$ cat src/design/assert_macros.svh
// Assertion macros shared by the RTL of the cosine similarity engine.
// Depends on nothing; included by files that carry concurrent assertions.
`ifndef ASSERT_MACROS_SVH
`define ASSERT_MACROS_SVH

// Implication or plain property checked at every rising edge outside reset.
`define CSIM_ASSERT(lbl, clk, rstn, expr, msg) \
  lbl: assert property (@(posedge clk) disable iff (!rstn) (expr)) else $error(msg);

// Property that must never hold outside reset.
`define CSIM_NEVER(lbl, clk, rstn, expr, msg) \
  lbl: assert property (@(posedge clk) disable iff (!rstn) !(expr)) else $error(msg);

`endif

$ cat src/design/csim_pkg.sv
// Package of the cosine similarity engine: widths, defaults and the sequencer states.
// Depends on nothing; used by every other file of the block but assert_macros.svh.
package csim_pkg;

  localparam int SAMPLE_W    = 16;
  localparam int SIM_W       = 16;
  localparam int ACC_W       = 42;
  localparam int ROOT_W      = ACC_W / 2;
  localparam int MUL_W       = ROOT_W + 1;
  localparam int PROD_W      = 2 * MUL_W;
  localparam int Q_W         = 17;
  localparam int DEF_MAX_LEN = 1024;

  typedef enum logic [3:0] {
    S_IDLE,
    S_MAB,
    S_MAA,
    S_MBB,
    S_ACC,
    S_SQA,
    S_WA,
    S_WB,
    S_MULD,
    S_CHK,
    S_WD,
    S_OUT
  } state_t;

endpackage

$ cat src/design/csim_if.sv
// Valid/ready channel interfaces for the element pair and the similarity result.
// Depends on csim_pkg for the field widths.
interface csim_in_if;
  logic                                  valid;
  logic                                  ready;
  logic signed [csim_pkg::SAMPLE_W-1:0]  elem_a;
  logic signed [csim_pkg::SAMPLE_W-1:0]  elem_b;
  logic                                  last;
  modport source (output valid, elem_a, elem_b, last, input ready);
  modport sink   (input valid, elem_a, elem_b, last, output ready);
endinterface

interface csim_out_if;
  logic                               valid;
  logic                               ready;
  logic signed [csim_pkg::SIM_W-1:0]  similarity;
  logic                               zero_norm;
  logic                               overflow;
  modport source (output valid, similarity, zero_norm, overflow, input ready);
  modport sink   (input valid, similarity, zero_norm, overflow, output ready);
endinterface

$ cat src/design/csim_mul.sv
// Shared signed multiplier with a registered product.
// Depends on csim_pkg for operand and product widths.
module csim_mul (
  input  logic                                clk,
  input  logic signed [csim_pkg::MUL_W-1:0]   op_a,
  input  logic signed [csim_pkg::MUL_W-1:0]   op_b,
  output logic signed [csim_pkg::PROD_W-1:0]  prod
);

  logic signed [csim_pkg::PROD_W-1:0] prod_r;

  always_ff @(posedge clk) begin
    prod_r <= op_a * op_b;
  end

  assign prod = prod_r;

endmodule

$ cat src/design/csim_sqrt.sv
// Iterative floor square root, one result bit per cycle.
// Depends on csim_pkg for the accumulator and root widths.
module csim_sqrt (
  input  logic                               clk,
  input  logic                               rst_n,
  input  logic                               start,
  input  logic [csim_pkg::ACC_W-1:0]         x,
  output logic                               done,
  output logic [csim_pkg::ROOT_W-1:0]        root
);

  localparam int CW = $clog2(csim_pkg::ROOT_W);

  logic                          busy_r;
  logic                          done_r;
  logic [CW-1:0]                 cnt_r;
  logic [csim_pkg::ACC_W-1:0]    x_r;
  logic [csim_pkg::ROOT_W+1:0]   rem_r;
  logic [csim_pkg::ROOT_W-1:0]   root_r;
  logic [csim_pkg::ROOT_W+1:0]   cur;
  logic [csim_pkg::ROOT_W+1:0]   trial;

  assign cur   = {rem_r[csim_pkg::ROOT_W-1:0], x_r[csim_pkg::ACC_W-1 -: 2]};
  assign trial = {root_r, 2'b01};

  always_ff @(posedge clk) begin
    if (!rst_n) begin
      busy_r <= 1'b0;
      done_r <= 1'b0;
    end else begin
      done_r <= 1'b0;
      if (start) begin
        busy_r <= 1'b1;
      end else if (busy_r && cnt_r == '0) begin
        busy_r <= 1'b0;
        done_r <= 1'b1;
      end
    end
  end

  always_ff @(posedge clk) begin
    if (start) begin
      x_r    <= x;
      rem_r  <= '0;
      root_r <= '0;
      cnt_r  <= CW'(csim_pkg::ROOT_W - 1);
    end else if (busy_r) begin
      x_r   <= {x_r[csim_pkg::ACC_W-3:0], 2'b00};
      cnt_r <= cnt_r - 1'b1;
      if (cur >= trial) begin
        rem_r  <= cur - trial;
        root_r <= {root_r[csim_pkg::ROOT_W-2:0], 1'b1};
      end else begin
        rem_r  <= cur;
        root_r <= {root_r[csim_pkg::ROOT_W-2:0], 1'b0};
      end
    end
  end

  assign done = done_r;
  assign root = root_r;

endmodule

$ cat src/design/csim_div.sv
// Iterative restoring divider producing a short quotient, one bit per cycle.
// Depends on csim_pkg; the caller guarantees the quotient fits in Q_W bits.
module csim_div (
  input  logic                          clk,
  input  logic                          rst_n,
  input  logic                          start,
  input  logic [csim_pkg::ACC_W-1:0]    rem0,
  input  logic [1:0]                    lo,
  input  logic [csim_pkg::ACC_W-1:0]    divisor,
  output logic                          done,
  output logic [csim_pkg::Q_W-1:0]      quot
);

  localparam int CW = $clog2(csim_pkg::Q_W);

  logic                          busy_r;
  logic                          done_r;
  logic [CW-1:0]                 cnt_r;
  logic [csim_pkg::ACC_W-1:0]    rem_r;
  logic [csim_pkg::ACC_W-1:0]    d_r;
  logic [csim_pkg::Q_W-1:0]      lo_r;
  logic [csim_pkg::Q_W-1:0]      q_r;
  logic [csim_pkg::ACC_W:0]      cur;

  assign cur = {rem_r, lo_r[csim_pkg::Q_W-1]};

  always_ff @(posedge clk) begin
    if (!rst_n) begin
      busy_r <= 1'b0;
      done_r <= 1'b0;
    end else begin
      done_r <= 1'b0;
      if (start) begin
        busy_r <= 1'b1;
      end else if (busy_r && cnt_r == '0) begin
        busy_r <= 1'b0;
        done_r <= 1'b1;
      end
    end
  end

  always_ff @(posedge clk) begin
    if (start) begin
      rem_r <= rem0;
      d_r   <= divisor;
      lo_r  <= {lo, {(csim_pkg::Q_W-2){1'b0}}};
      q_r   <= '0;
      cnt_r <= CW'(csim_pkg::Q_W - 1);
    end else if (busy_r) begin
      lo_r  <= {lo_r[csim_pkg::Q_W-2:0], 1'b0};
      cnt_r <= cnt_r - 1'b1;
      if (cur >= {1'b0, d_r}) begin
        rem_r <= csim_pkg::ACC_W'(cur - {1'b0, d_r});
        q_r   <= {q_r[csim_pkg::Q_W-2:0], 1'b1};
      end else begin
        rem_r <= cur[csim_pkg::ACC_W-1:0];
        q_r   <= {q_r[csim_pkg::Q_W-2:0], 1'b0};
      end
    end
  end

  assign done = done_r;
  assign quot = q_r;

endmodule

$ cat src/design/cosine_similarity_engine.sv
// Top level of the cosine similarity engine: sequencer, accumulators and result register.
// Depends on csim_pkg, csim_if, csim_mul, csim_sqrt, csim_div and assert_macros.svh.
//
// The engine takes one element pair (Q1.15) per input item and accumulates the dot
// product and both squared norms in 42-bit registers through a single shared 22x22
// multiplier. For an ordinary pair the multiplier is used three times in a row, and
// ready is high only in the idle state. The item marked last then runs the final
// phase: two floor square roots on one shared root unit (21 digit steps each), a
// product of the roots on the same multiplier, a saturation check, and a divider (17
// quotient bits), followed by the hand-off to the result register. The result item
// carries the similarity saturated to Q1.15; zero_norm is set with a zero similarity
// when either root is zero, and overflow with a zero similarity when more than
// MAX_LEN pairs arrived (pairs beyond MAX_LEN are dropped, and overflow wins over
// zero_norm). Pairs after the limit are taken in the idle state and skip the
// multiplier.
// The result sits in an output register, so the next vector may stream in while it
// waits to be taken. All accumulators clear when the result is handed over.
`include "assert_macros.svh"

module cosine_similarity_engine #(
  parameter int MAX_LEN = csim_pkg::DEF_MAX_LEN
) (
  input  logic              clk,
  input  logic              rst_n,
  csim_in_if.sink           in_ch,
  csim_out_if.source        out_ch
);

  localparam int CNT_W = $clog2(MAX_LEN + 1);
  localparam int ACC_W = csim_pkg::ACC_W;
  localparam int MUL_W = csim_pkg::MUL_W;
  localparam int ROOT_W = csim_pkg::ROOT_W;

  csim_pkg::state_t state_r, state_nxt;

  logic signed [csim_pkg::SAMPLE_W-1:0] a_r, b_r;
  logic                                  last_r;
  logic [ACC_W-1:0]                      dot_r, na_r, nb_r;
  logic [CNT_W-1:0]                      cnt_r;
  logic                                  too_long_r;
  logic [ROOT_W-1:0]                     ra_r;
  logic [ACC_W-1:0]                      mag_r;
  logic                                  neg_r;
  logic signed [csim_pkg::SIM_W-1:0]     pend_sim_r;
  logic                                  pend_z_r, pend_o_r;

  logic                                  out_valid_r;
  logic signed [csim_pkg::SIM_W-1:0]     out_sim_r;
  logic                                  out_z_r, out_o_r;

  logic signed [MUL_W-1:0]               op_a, op_b;
  logic signed [csim_pkg::PROD_W-1:0]    prod;
  logic                                  sq_start, sq_done;
  logic [ACC_W-1:0]                      sq_x;
  logic [ROOT_W-1:0]                     sq_root;
  logic                                  dv_start, dv_done;
  logic [csim_pkg::Q_W-1:0]              dv_quot;

  logic                                  accept;
  logic                                  drop;
  logic                                  out_free;
  logic [ACC_W-1:0]                      dot_mag;
  logic [ACC_W-1:0]                      divisor;
  logic                                  sat;
  logic signed [csim_pkg::SIM_W-1:0]     sat_sim;
  logic signed [csim_pkg::SIM_W-1:0]     div_sim;

  assign accept   = in_ch.valid && in_ch.ready;
  assign drop     = too_long_r || (cnt_r == CNT_W'(MAX_LEN));
  assign out_free = !out_valid_r || out_ch.ready;
  assign in_ch.ready = (state_r == csim_pkg::S_IDLE);

  // Magnitude of the dot product read as a 42-bit two's complement value.
  assign dot_mag = dot_r[ACC_W-1] ? (~dot_r + 1'b1) : dot_r;
  assign divisor = prod[ACC_W-1:0];
  // Quotient of at least 2^17 saturates either way, so the divider never sees it.
  assign sat     = {2'b00, mag_r} >= {divisor, 2'b00};
  assign sat_sim = neg_r ? csim_pkg::SIM_W'(16'h8000) : csim_pkg::SIM_W'(16'h7FFF);

  always_comb begin
    if (neg_r) begin
      if (dv_quot > csim_pkg::Q_W'(32768)) div_sim = csim_pkg::SIM_W'(16'h8000);
      else                                 div_sim = csim_pkg::SIM_W'(-dv_quot);
    end else begin
      if (dv_quot > csim_pkg::Q_W'(32767)) div_sim = csim_pkg::SIM_W'(16'h7FFF);
      else                                 div_sim = dv_quot[csim_pkg::SIM_W-1:0];
    end
  end

  // Operand selection for the shared multiplier.
  always_comb begin
    case (state_r)
      csim_pkg::S_MAB: begin
        op_a = MUL_W'(a_r);
        op_b = MUL_W'(b_r);
      end
      csim_pkg::S_MAA: begin
        op_a = MUL_W'(a_r);
        op_b = MUL_W'(a_r);
      end
      csim_pkg::S_MBB: begin
        op_a = MUL_W'(b_r);
        op_b = MUL_W'(b_r);
      end
      csim_pkg::S_MULD: begin
        op_a = {1'b0, ra_r};
        op_b = {1'b0, sq_root};
      end
      default: begin
        op_a = '0;
        op_b = '0;
      end
    endcase
  end

  // Sequencer next state and unit start strobes.
  always_comb begin
    state_nxt = state_r;
    sq_start  = 1'b0;
    sq_x      = na_r;
    dv_start  = 1'b0;
    case (state_r)
      csim_pkg::S_IDLE: begin
        if (accept) begin
          if (!drop)             state_nxt = csim_pkg::S_MAB;
          else if (in_ch.last)   state_nxt = csim_pkg::S_OUT;
        end
      end
      csim_pkg::S_MAB: state_nxt = csim_pkg::S_MAA;
      csim_pkg::S_MAA: state_nxt = csim_pkg::S_MBB;
      csim_pkg::S_MBB: state_nxt = csim_pkg::S_ACC;
      csim_pkg::S_ACC: state_nxt = last_r ? csim_pkg::S_SQA : csim_pkg::S_IDLE;
      csim_pkg::S_SQA: begin
        sq_start  = 1'b1;
        state_nxt = csim_pkg::S_WA;
      end
      csim_pkg::S_WA: begin
        if (sq_done) begin
          sq_start  = 1'b1;
          sq_x      = nb_r;
          state_nxt = csim_pkg::S_WB;
        end
      end
      csim_pkg::S_WB: begin
        if (sq_done) begin
          if (ra_r == '0 || sq_root == '0) state_nxt = csim_pkg::S_OUT;
          else                              state_nxt = csim_pkg::S_MULD;
        end
      end
      csim_pkg::S_MULD: state_nxt = csim_pkg::S_CHK;
      csim_pkg::S_CHK: begin
        if (sat) begin
          state_nxt = csim_pkg::S_OUT;
        end else begin
          dv_start  = 1'b1;
          state_nxt = csim_pkg::S_WD;
        end
      end
      csim_pkg::S_WD: if (dv_done) state_nxt = csim_pkg::S_OUT;
      csim_pkg::S_OUT: if (out_free) state_nxt = csim_pkg::S_IDLE;
      default: state_nxt = csim_pkg::S_IDLE;
    endcase
  end

  always_ff @(posedge clk) begin
    if (!rst_n) state_r <= csim_pkg::S_IDLE;
    else        state_r <= state_nxt;
  end

  // Control state: accumulators, count, overflow flag and the result register.
  always_ff @(posedge clk) begin
    if (!rst_n) begin
      dot_r       <= '0;
      na_r        <= '0;
      nb_r        <= '0;
      cnt_r       <= '0;
      too_long_r  <= 1'b0;
      out_valid_r <= 1'b0;
    end else begin
      // A result taken in the same cycle as a new one is loaded stays valid.
      if (out_valid_r && out_ch.ready && !(state_r == csim_pkg::S_OUT))
        out_valid_r <= 1'b0;
      case (state_r)
        csim_pkg::S_IDLE: if (accept && drop) too_long_r <= 1'b1;
        csim_pkg::S_MAA:  dot_r <= dot_r + prod[ACC_W-1:0];
        csim_pkg::S_MBB:  na_r  <= na_r + prod[ACC_W-1:0];
        csim_pkg::S_ACC: begin
          nb_r  <= nb_r + prod[ACC_W-1:0];
          cnt_r <= cnt_r + 1'b1;
        end
        csim_pkg::S_OUT: begin
          if (out_free) begin
            out_valid_r <= 1'b1;
            dot_r       <= '0;
            na_r        <= '0;
            nb_r        <= '0;
            cnt_r       <= '0;
            too_long_r  <= 1'b0;
          end
        end
        default: ;
      endcase
    end
  end

  // Payload registers of the item in flight and of the pending result.
  always_ff @(posedge clk) begin
    case (state_r)
      csim_pkg::S_IDLE: begin
        if (accept) begin
          a_r        <= in_ch.elem_a;
          b_r        <= in_ch.elem_b;
          last_r     <= in_ch.last;
          pend_sim_r <= '0;
          pend_z_r   <= 1'b0;
          pend_o_r   <= 1'b1;
        end
      end
      csim_pkg::S_SQA: begin
        pend_o_r <= 1'b0;
        mag_r    <= dot_mag;
        neg_r    <= dot_r[ACC_W-1];
      end
      csim_pkg::S_WA: if (sq_done) ra_r <= sq_root;
      csim_pkg::S_WB: begin
        if (sq_done) pend_z_r <= (ra_r == '0 || sq_root == '0);
      end
      csim_pkg::S_CHK: if (sat) pend_sim_r <= sat_sim;
      csim_pkg::S_WD:  if (dv_done) pend_sim_r <= div_sim;
      csim_pkg::S_OUT: begin
        if (out_free) begin
          out_sim_r <= pend_sim_r;
          out_z_r   <= pend_z_r;
          out_o_r   <= pend_o_r;
        end
      end
      default: ;
    endcase
  end

  assign out_ch.valid      = out_valid_r;
  assign out_ch.similarity = out_sim_r;
  assign out_ch.zero_norm  = out_z_r;
  assign out_ch.overflow   = out_o_r;

  csim_mul u_mul (
    .clk  (clk),
    .op_a (op_a),
    .op_b (op_b),
    .prod (prod)
  );

  csim_sqrt u_sqrt (
    .clk   (clk),
    .rst_n (rst_n),
    .start (sq_start),
    .x     (sq_x),
    .done  (sq_done),
    .root  (sq_root)
  );

  csim_div u_div (
    .clk     (clk),
    .rst_n   (rst_n),
    .start   (dv_start),
    .rem0    ({2'b00, mag_r[ACC_W-1:2]}),
    .lo      (mag_r[1:0]),
    .divisor (divisor),
    .done    (dv_done),
    .quot    (dv_quot)
  );

  `CSIM_ASSERT(a_cnt_range, clk, rst_n, cnt_r <= CNT_W'(MAX_LEN), "pair count beyond MAX_LEN")
  `CSIM_NEVER(a_flags_excl, clk, rst_n, out_valid_r && out_z_r && out_o_r, "both flags set")
  `CSIM_ASSERT(a_flag_zero, clk, rst_n, (out_valid_r && (out_z_r || out_o_r)) |-> out_sim_r == '0, "flagged result not zero")
  `CSIM_ASSERT(a_sqrt_wait, clk, rst_n, sq_done |-> (state_r == csim_pkg::S_WA || state_r == csim_pkg::S_WB), "root done outside wait")

endmodule
$ cat src/flat_wrapper.sv
// flat-port wrapper written by rule: the top's interface ports become plain ports
module cosine_similarity_engine_flat 
#(
  parameter int MAX_LEN = csim_pkg::DEF_MAX_LEN
)
  (clk, rst_n, in_ch_valid, in_ch_elem_a, in_ch_elem_b, in_ch_last, in_ch_ready, out_ch_valid, out_ch_similarity, out_ch_zero_norm, out_ch_overflow, out_ch_ready);
  csim_in_if in_ch_i ();
  csim_out_if out_ch_i ();
  input  logic clk;
  input  logic rst_n;
  input wire logic [$bits(in_ch_i.valid)-1:0] in_ch_valid;
  input wire logic [$bits(in_ch_i.elem_a)-1:0] in_ch_elem_a;
  input wire logic [$bits(in_ch_i.elem_b)-1:0] in_ch_elem_b;
  input wire logic [$bits(in_ch_i.last)-1:0] in_ch_last;
  output wire logic [$bits(in_ch_i.ready)-1:0] in_ch_ready;
  output wire logic [$bits(out_ch_i.valid)-1:0] out_ch_valid;
  output wire logic [$bits(out_ch_i.similarity)-1:0] out_ch_similarity;
  output wire logic [$bits(out_ch_i.zero_norm)-1:0] out_ch_zero_norm;
  output wire logic [$bits(out_ch_i.overflow)-1:0] out_ch_overflow;
  input wire logic [$bits(out_ch_i.ready)-1:0] out_ch_ready;
  assign in_ch_i.valid = in_ch_valid;
  assign in_ch_i.elem_a = in_ch_elem_a;
  assign in_ch_i.elem_b = in_ch_elem_b;
  assign in_ch_i.last = in_ch_last;
  assign in_ch_ready = in_ch_i.ready;
  assign out_ch_valid = out_ch_i.valid;
  assign out_ch_similarity = out_ch_i.similarity;
  assign out_ch_zero_norm = out_ch_i.zero_norm;
  assign out_ch_overflow = out_ch_i.overflow;
  assign out_ch_i.ready = out_ch_ready;
  cosine_similarity_engine #(.MAX_LEN(MAX_LEN)) u_core (.clk(clk), .rst_n(rst_n), .in_ch(in_ch_i), .out_ch(out_ch_i));
endmodule
$ cat config.mk
export PLATFORM = sky130hd
export DESIGN_NAME = cosine_similarity_engine_flat
export DESIGN_NICKNAME = d
export VERILOG_FILES = /design/src/design/csim_pkg.sv /design/src/design/csim_if.sv /design/src/design/csim_mul.sv /design/src/design/csim_sqrt.sv /design/src/design/csim_div.sv /design/src/design/cosine_similarity_engine.sv /design/src/flat_wrapper.sv
export VERILOG_INCLUDE_DIRS = /design/src /design/src/design
export SDC_FILE = /design/constraint.sdc
export NUM_CORES = 2
export LEC_CHECK = 0
export BUFFER_PORTS_ARGS = -buffer_cell sky130_fd_sc_hd__buf_4
export CORE_ASPECT_RATIO = 1.75
export CORE_MARGIN = 2
export CORE_UTILIZATION = 30
export DETAILED_ROUTE_END_ITERATION = 16
export MAX_ROUTING_LAYER = met4
export PLACE_DENSITY_LB_ADDON = 0.1
export SLEW_MARGIN = 20
export SYNTH_ARGS = -nofsm -noshare
export SYNTH_HDL_FRONTEND = slang
export SYNTH_SLANG_ARGS = --single-unit
$ cat constraint.sdc
create_clock -name clk -period 22.7 [get_ports clk]
set_input_delay 3.405 -clock clk [delete_from_list [all_inputs] [get_ports clk]]
set_output_delay 3.405 -clock clk [all_outputs]
set_load 0.01 [all_outputs]
Word level (Yosys, flattened, before mapping)

Index checks and enable logic that the tools add are counted.

Register bits after elaboration: 519
Logic and storage cells: 176

Order comparisons: 5
Bitwise gates (word level): 2
Equal/unequal tests: 20
Reduce and logical (&&, ||, !) cells: 42
Multiplexer cells: 61
Multiply operators: 1
Add/sub/neg operators: 10

Operators by type and width:

| kind                                          | number |
|---|---|
| two-way mux 42 bit                            | 6 |
| one-hot mux 42 bit (2 select lines)           | 3 |
| one-hot mux 22 bit (3 select lines)           | 2 |
| adder 42 bit                                  | 3 |
| two-way mux 16 bit                            | 7 |
| two-way mux 40 bit                            | 2 |
| one-hot mux 16 bit (3 select lines)           | 1 |
| one-hot mux 4 bit (12 select lines)           | 1 |
| >= comparator 42 x 44 -> 1 bit                | 1 |
| >= comparator 43 x 42 -> 1 bit                | 1 |
| adder 42 x 1 -> 42 bit, second input constant | 1 |
| logical NOT 21 bit                            | 2 |
| multiplier 22 x 22 -> 42 bit                  | 1 |
| NOT 42 bit                                    | 1 |
| subtractor 42 bit                             | 1 |
| two-way mux 41 bit                            | 1 |
| two-way mux 17 bit                            | 2 |
| two-way mux 4 bit                             | 7 |
| >= comparator 23 bit                          | 1 |
| one-hot mux 11 bit (2 select lines)           | 1 |
| two-way mux 21 bit                            | 1 |
| subtractor 21 bit                             | 1 |
| two-way mux 1 bit                             | 20 |
| nonzero test 2 bit                            | 10 |
| other kinds (29)                              | 64 |

Logic depth before layout (Yosys ltp)

Word-level depth: 6
Gate-level depth with buffers: 35
Depth with buffers taken out: 31

Cells and area by module

From an unflattened synthesis, not the netlist that was laid out.

Cell total of the unflattened synthesis: 5554
Area, all modules: 50598.5 µm²

Modules (own cells, without submodules):

| module                   | area an instance (µm²) | cells each | seq. area each (µm²) | times used |
|---|---|---|---|---|
| cosine_similarity_engine | 19518.7                | 2293       | 6856.6               | 1 |
| csim_mul                 | 19005.7                | 2066       | 880.8                | 1 |
| csim_div                 | 7243.2                 | 750        | 3062.9               | 1 |
| csim_sqrt                | 4830.9                 | 445        | 2242.2               | 1 |

Least setup slack after synthesis

OpenSTA, ideal clock, no wires.

Path type: flip-flop to flip-flop
Start: register u_core.state_r[1]
End: register u_core.u_mul.prod_r, in the netlist u_core.u_mul.prod[41]
Arrival: 8.104 ns
Path slack: 14.476 ns
Cell stages (with the launch flop): 35
Library setup time: 0.120 ns
Cell sequence: dfxtp_1 > clkbuf_1 > or2_2 > clkbuf_1 > nor2_1 > clkbuf_1 > buf_1 > nand2_1 > nand3_1 > clkbuf_1 > nand2_1 > fa_1 > inv_1 > fa_1 > inv_1 > fa_1 > inv_1 > fa_1 > ha_1 > fa_1 > inv_1 > fa_1 > inv_1 > ha_1 > a21o_1 > a311o_1 > a221o_1 > a211oi_1 > o21ai_0 > a31oi_1 > nand2b_1 > o221ai_1 > o21ai_0 > a21oi_1 > xnor2_1

Cells in the longest elaborated chain, start to end: 4

Ends and longest elaborated chain:

| item                                                                         | line                            | RTL |
|---|---|---|
| start: declaration                                                           | cosine_similarity_engine.sv:34  | `csim_pkg::state_t state_r, state_nxt;` |
| start signal: assignment                                                     | cosine_similarity_engine.sv:166 | `if (!rst_n) state_r <= csim_pkg::S_IDLE;` |
| start signal: assignment                                                     | cosine_similarity_engine.sv:167 | `else state_r <= state_nxt;` |
| equality test 4 x 1 -> 1 bit or equality test 4 x 2 -> 1 bit (tied branches) | cosine_similarity_engine.sv:92  | `case (state_r)` |
| OR reduction 2 bit (no source line)                                          | -                               |  |
| one-hot mux 22 bit (3 select lines)                                          | cosine_similarity_engine.sv:92  |  |
| multiplier 22 x 22 -> 42 bit *                                               | csim_mul.sv:13                  | `prod_r <= op_a * op_b;` |
| end signal: assignment                                                       | csim_mul.sv:13                  |  |
| end: declaration                                                             | csim_mul.sv:10                  | `logic signed [csim_pkg::PROD_W-1:0] prod_r;` |

Every way passes the cells marked *; elsewhere a longest branch is shown, timed or not.
A chain may end at the register's enable or synchronous reset.

Worst setup path after layout

Start: register u_core.state_r[3]
End: register u_core.u_mul.prod_r, in the netlist u_core.u_mul.prod[41]

Same word-level chain as after synthesis.

==> impl_metrics.csv <==
group,metric,value,unit
final_layout,multi_input_area,31500,um^2
routing,firstDrtPassIters,5,
critical_path,critPathSlowestCell,"nor2_4",
grt,grt_pass1_vias,39990,
floorplan,dieHeight,531.8,um
routing,routed_via_density,4.977,
final_layout,area.sequential,12980,um^2
critical_path,crit_required,23.19,ns
floorplan,die-area,162500,um^2
yosys,synth.distinct_cells,75,
routing,drt-initial-drc-count,1744,
grt,grt.overflow.total,0,
critical_path,r2r_cells,28,
timing,timing.fmax,96.36,MHz
timing,finalCriticalPeriod,10.38,ns
pwr,p_per_area,169.4,nW/um^2
timing,period_share,45.72,%
clocking,cts_buffers,58,
timing,fin_skew,0.09131,ns
critical_path,r2r-start,"u_core.state_r[3]",
grt,antenna_found_initial,1,
timing,slew_violations,0,
grt,grt_pass1_wl,241500,um
critical_path,cp_common_cell,"fa_1",
yosys,synth-edff-count,259,
placement,gp_congestion,0.9075,
yosys,ys.warnings.count,0,
clocking,postCtsSetupBuffers,0,
min_path,min_path_cells,0,
routing,routed_wl,158500,um
yosys,yosysTopAreaCell,"fa_1",
yosys,ys_seq_elements,519,
critical_path,rrSetupSlack,12.32,ns
clocking,root_buffer,"clkbuf_16",
floorplan,start_util,30.19,%
timing,rsz0062_at_grt,"false",
yosys,synth_top_area_share,20.50,%
final_layout,layout-drive-gt1-share,5.152,%
routing,drtAntennaViolNets,0,
critical_path,cp_max_fo,48,
floorplan,coreArea,158200,um^2
pwr,vdd_drop_max,0.2420,mV
final_layout,nets,6159,
clocking,cts.clk_slew.worst_paths,0.06,ns
critical_path,cp-start-kind,"register",
clocking,cts_tree,"yes",
floorplan,fp-row-count,193,
routing,wl_per_cell,21.51,um
final_layout,layout_commonest_cell,"inv_1",
timing,tightest_slew,1.047,ns
status,status,"complete, no violations",
critical_path,worst-path-stages,28,
clocking,clk_latency,0.70,ns
critical_path,max_stage_delay,0.93,ns
grt,grt_use_total,20.16,%
yosys,netlist_area,47760,um^2
critical_path,path_delay_family,"adder cells",
floorplan,die_x,305.6,um
yosys,syn_inst,5289,
critical_path,critPathCaptureType,"register",
placement,dp_hpwl,130600,um
yosys,synthArstFlopShare,0,%
clocking,clock_sinks,519,
clocking,ctsLongestPathBuffers,3,
final_layout,fillCellCount,16450,
grt,grt_max_degree,151,
yosys,synth_ff_type,"dfxtp_1",
pwr,leakagePower,23.44,nW
yosys,synth_area_leaders,"fa_1, edfxtp_1, dfxtp_1",
final_layout,area.growth.synth_to_final,10.05,%
routing,drc,0,
flow_run,drv_cap,0,
clocking,postCtsHoldBufs,0,
critical_path,cp_num_buf_inv,4,
timing,setup_violations,0,
clocking,cts_resized,0,
yosys,synth_fp_nets,6180,
yosys,seq_area_frac_synth,27.18,%
timing,hold_viol_final,0,
min_path,hold_path.class,"register to register",
critical_path,worstPathArrival,10.87,ns
critical_path,startpoint,"u_core.state_r[3]",
routing,vias,36670,
final_layout,final_util,33.23,%
placement,portBuffers,56,
min_path,hp-start,"u_core.pend_sim_r[9]",
yosys,syn_avg_cell_area,9.030,um^2
timing,fin_setup_tns,0,ns
timing,slew_headroom,30.23,%
floorplan,ios,57,
clocking,h-tree-depth,2,
critical_path,criticalPathCategory,"register to register",
final_layout,most-common-layout-cells,"inv_1, nand2_1, fa_1",
==> cell usage after synthesis (16+ instances only) <==
master and instances:
inv_1 693, nand2_1 655, fa_1 489, nor2_1 426, ha_1 365, o21ai_0 291
dfxtp_1 260, edfxtp_1 259, a21oi_1 256, clkbuf_1 189, xnor2_1 158, a21o_1 125
nand3_1 105, nor2b_1 91, xor2_1 90, a22oi_1 83, nor3_1 65, mux2i_1 57
and2_1 48, and3_1 46, nand2b_1 46, nand4_1 44, a31oi_1 35, a211oi_1 33
o21a_1 32, o21bai_1 31, a21boi_0 25, or3_1 22, o31ai_1 19, nor4_1 16
==> path summary, 6_finish.rpt <==
kind,endpoint
worst max register to register,u_core.u_mul.prod[41]
worst min register to register,u_core.out_ch.similarity[9]
worst max-delay path,u_core.u_mul.prod[41]
worst min-delay path,u_core.out_ch.similarity[9]
==> logic make-up after synthesis <==
| kind of cell | count (synthesis) | share of synthesized area [%] |
|---|---|---|
| simple gates | 1634 | 15.52 |
| compound gates | 1068 | 14.20 |
| buf+inv | 900 | 7.076 |
| fa+ha+maj | 854 | 30.06 |
| flops | 519 | 27.18 |
| xor+xnor | 248 | 4.548 |
| mux | 66 | 1.407 |
==> where the power goes <==
group          total, mW  leakage (nW)  internal [mW]  switching [mW]
sequential          1.38          4.45           1.20           0.182
clock              0.983         0.952          0.555           0.427
combinational       6.54          18.0           2.62            3.92
==> metal layers <==
| layer | wire length (um) | vias to the layer above | share of wire, % | global-route usage (%) |
|---|---|---|---|---|
| met1 | 54220 | 18150 | 34 | 18.59 |
| li1 | - | 17690 | - | - |
| met3 | 2921 | 290 | 1.8 | 1.202 |
| met4 | 9035 | 0 | 5.7 | 9.761 |
| met5 | 0 | - | 0 | - |
| met2 | 92300 | 537 | 58 | 41.07 |
==> registers in the layout (all words and copies together), names as in the netlist, 4 cells and up <==
| name | cells |
|---|---|
| u_core.cnt_r | 11 |
| u_core.u_sqrt.cnt_r | 5 |
| u_core.state_r | 4 |
| u_core.u_div.cnt_r | 5 |
| u_core.b_r | 16 |
| u_core.out_ch.similarity | 16 |
| u_core.u_sqrt.root | 21 |
| u_core.u_div.d_r | 42 |
| u_core.u_sqrt.x_r | 42 |
| u_core.u_mul.prod | 42 |
| u_core.u_sqrt.rem_r | 21 |
| u_core.u_div.rem_r | 42 |
| u_core.ra_r | 21 |
| u_core.pend_sim_r | 16 |
| u_core.a_r | 16 |
| u_core.u_div.quot | 17 |
| u_core.mag_r | 42 |
| u_core.na_r | 42 |
| u_core.dot_r | 42 |
| u_core.nb_r | 42 |
==> cell type report <==
| cell class | instances | area share (%) |
|---|---|---|
| well taps | 2047 | 4.873 |
| clock inverters | 27 | 0.6499 |
| flip-flops and latches | 519 | 24.70 |
| multi-input cells | 3870 | 59.94 |
| inverters | 695 | 4.966 |
| clock buffers | 83 | 3.069 |
| diodes | 2 | 0.009522 |
| repair buffers | 124 | 1.795 |
==> per-stage QoR <==
step / power [mW] / instance area (um^2) / setup WS (ns) / instances / hold WS [ns]
final: 8.906 / 52560 / 12.32 / 7367 / 0.4200
after global routing: 9.956 / 52560 / 11.80 / 7366 / 0.4266
after CTS: 9.135 / 52550 / 12.38 / 7365 / 0.4229
after detailed placement: 8.098 / 50600 / 12.44 / 7255 / 0.4071
after global placement: 8.065 / 50590 / 12.57 / 7255 / 0.4035
after floorplan: 6.095 / 47760 / 14.48 / 5289 / 0.4003
Note: power is estimated with default switching activity, not from simulation.
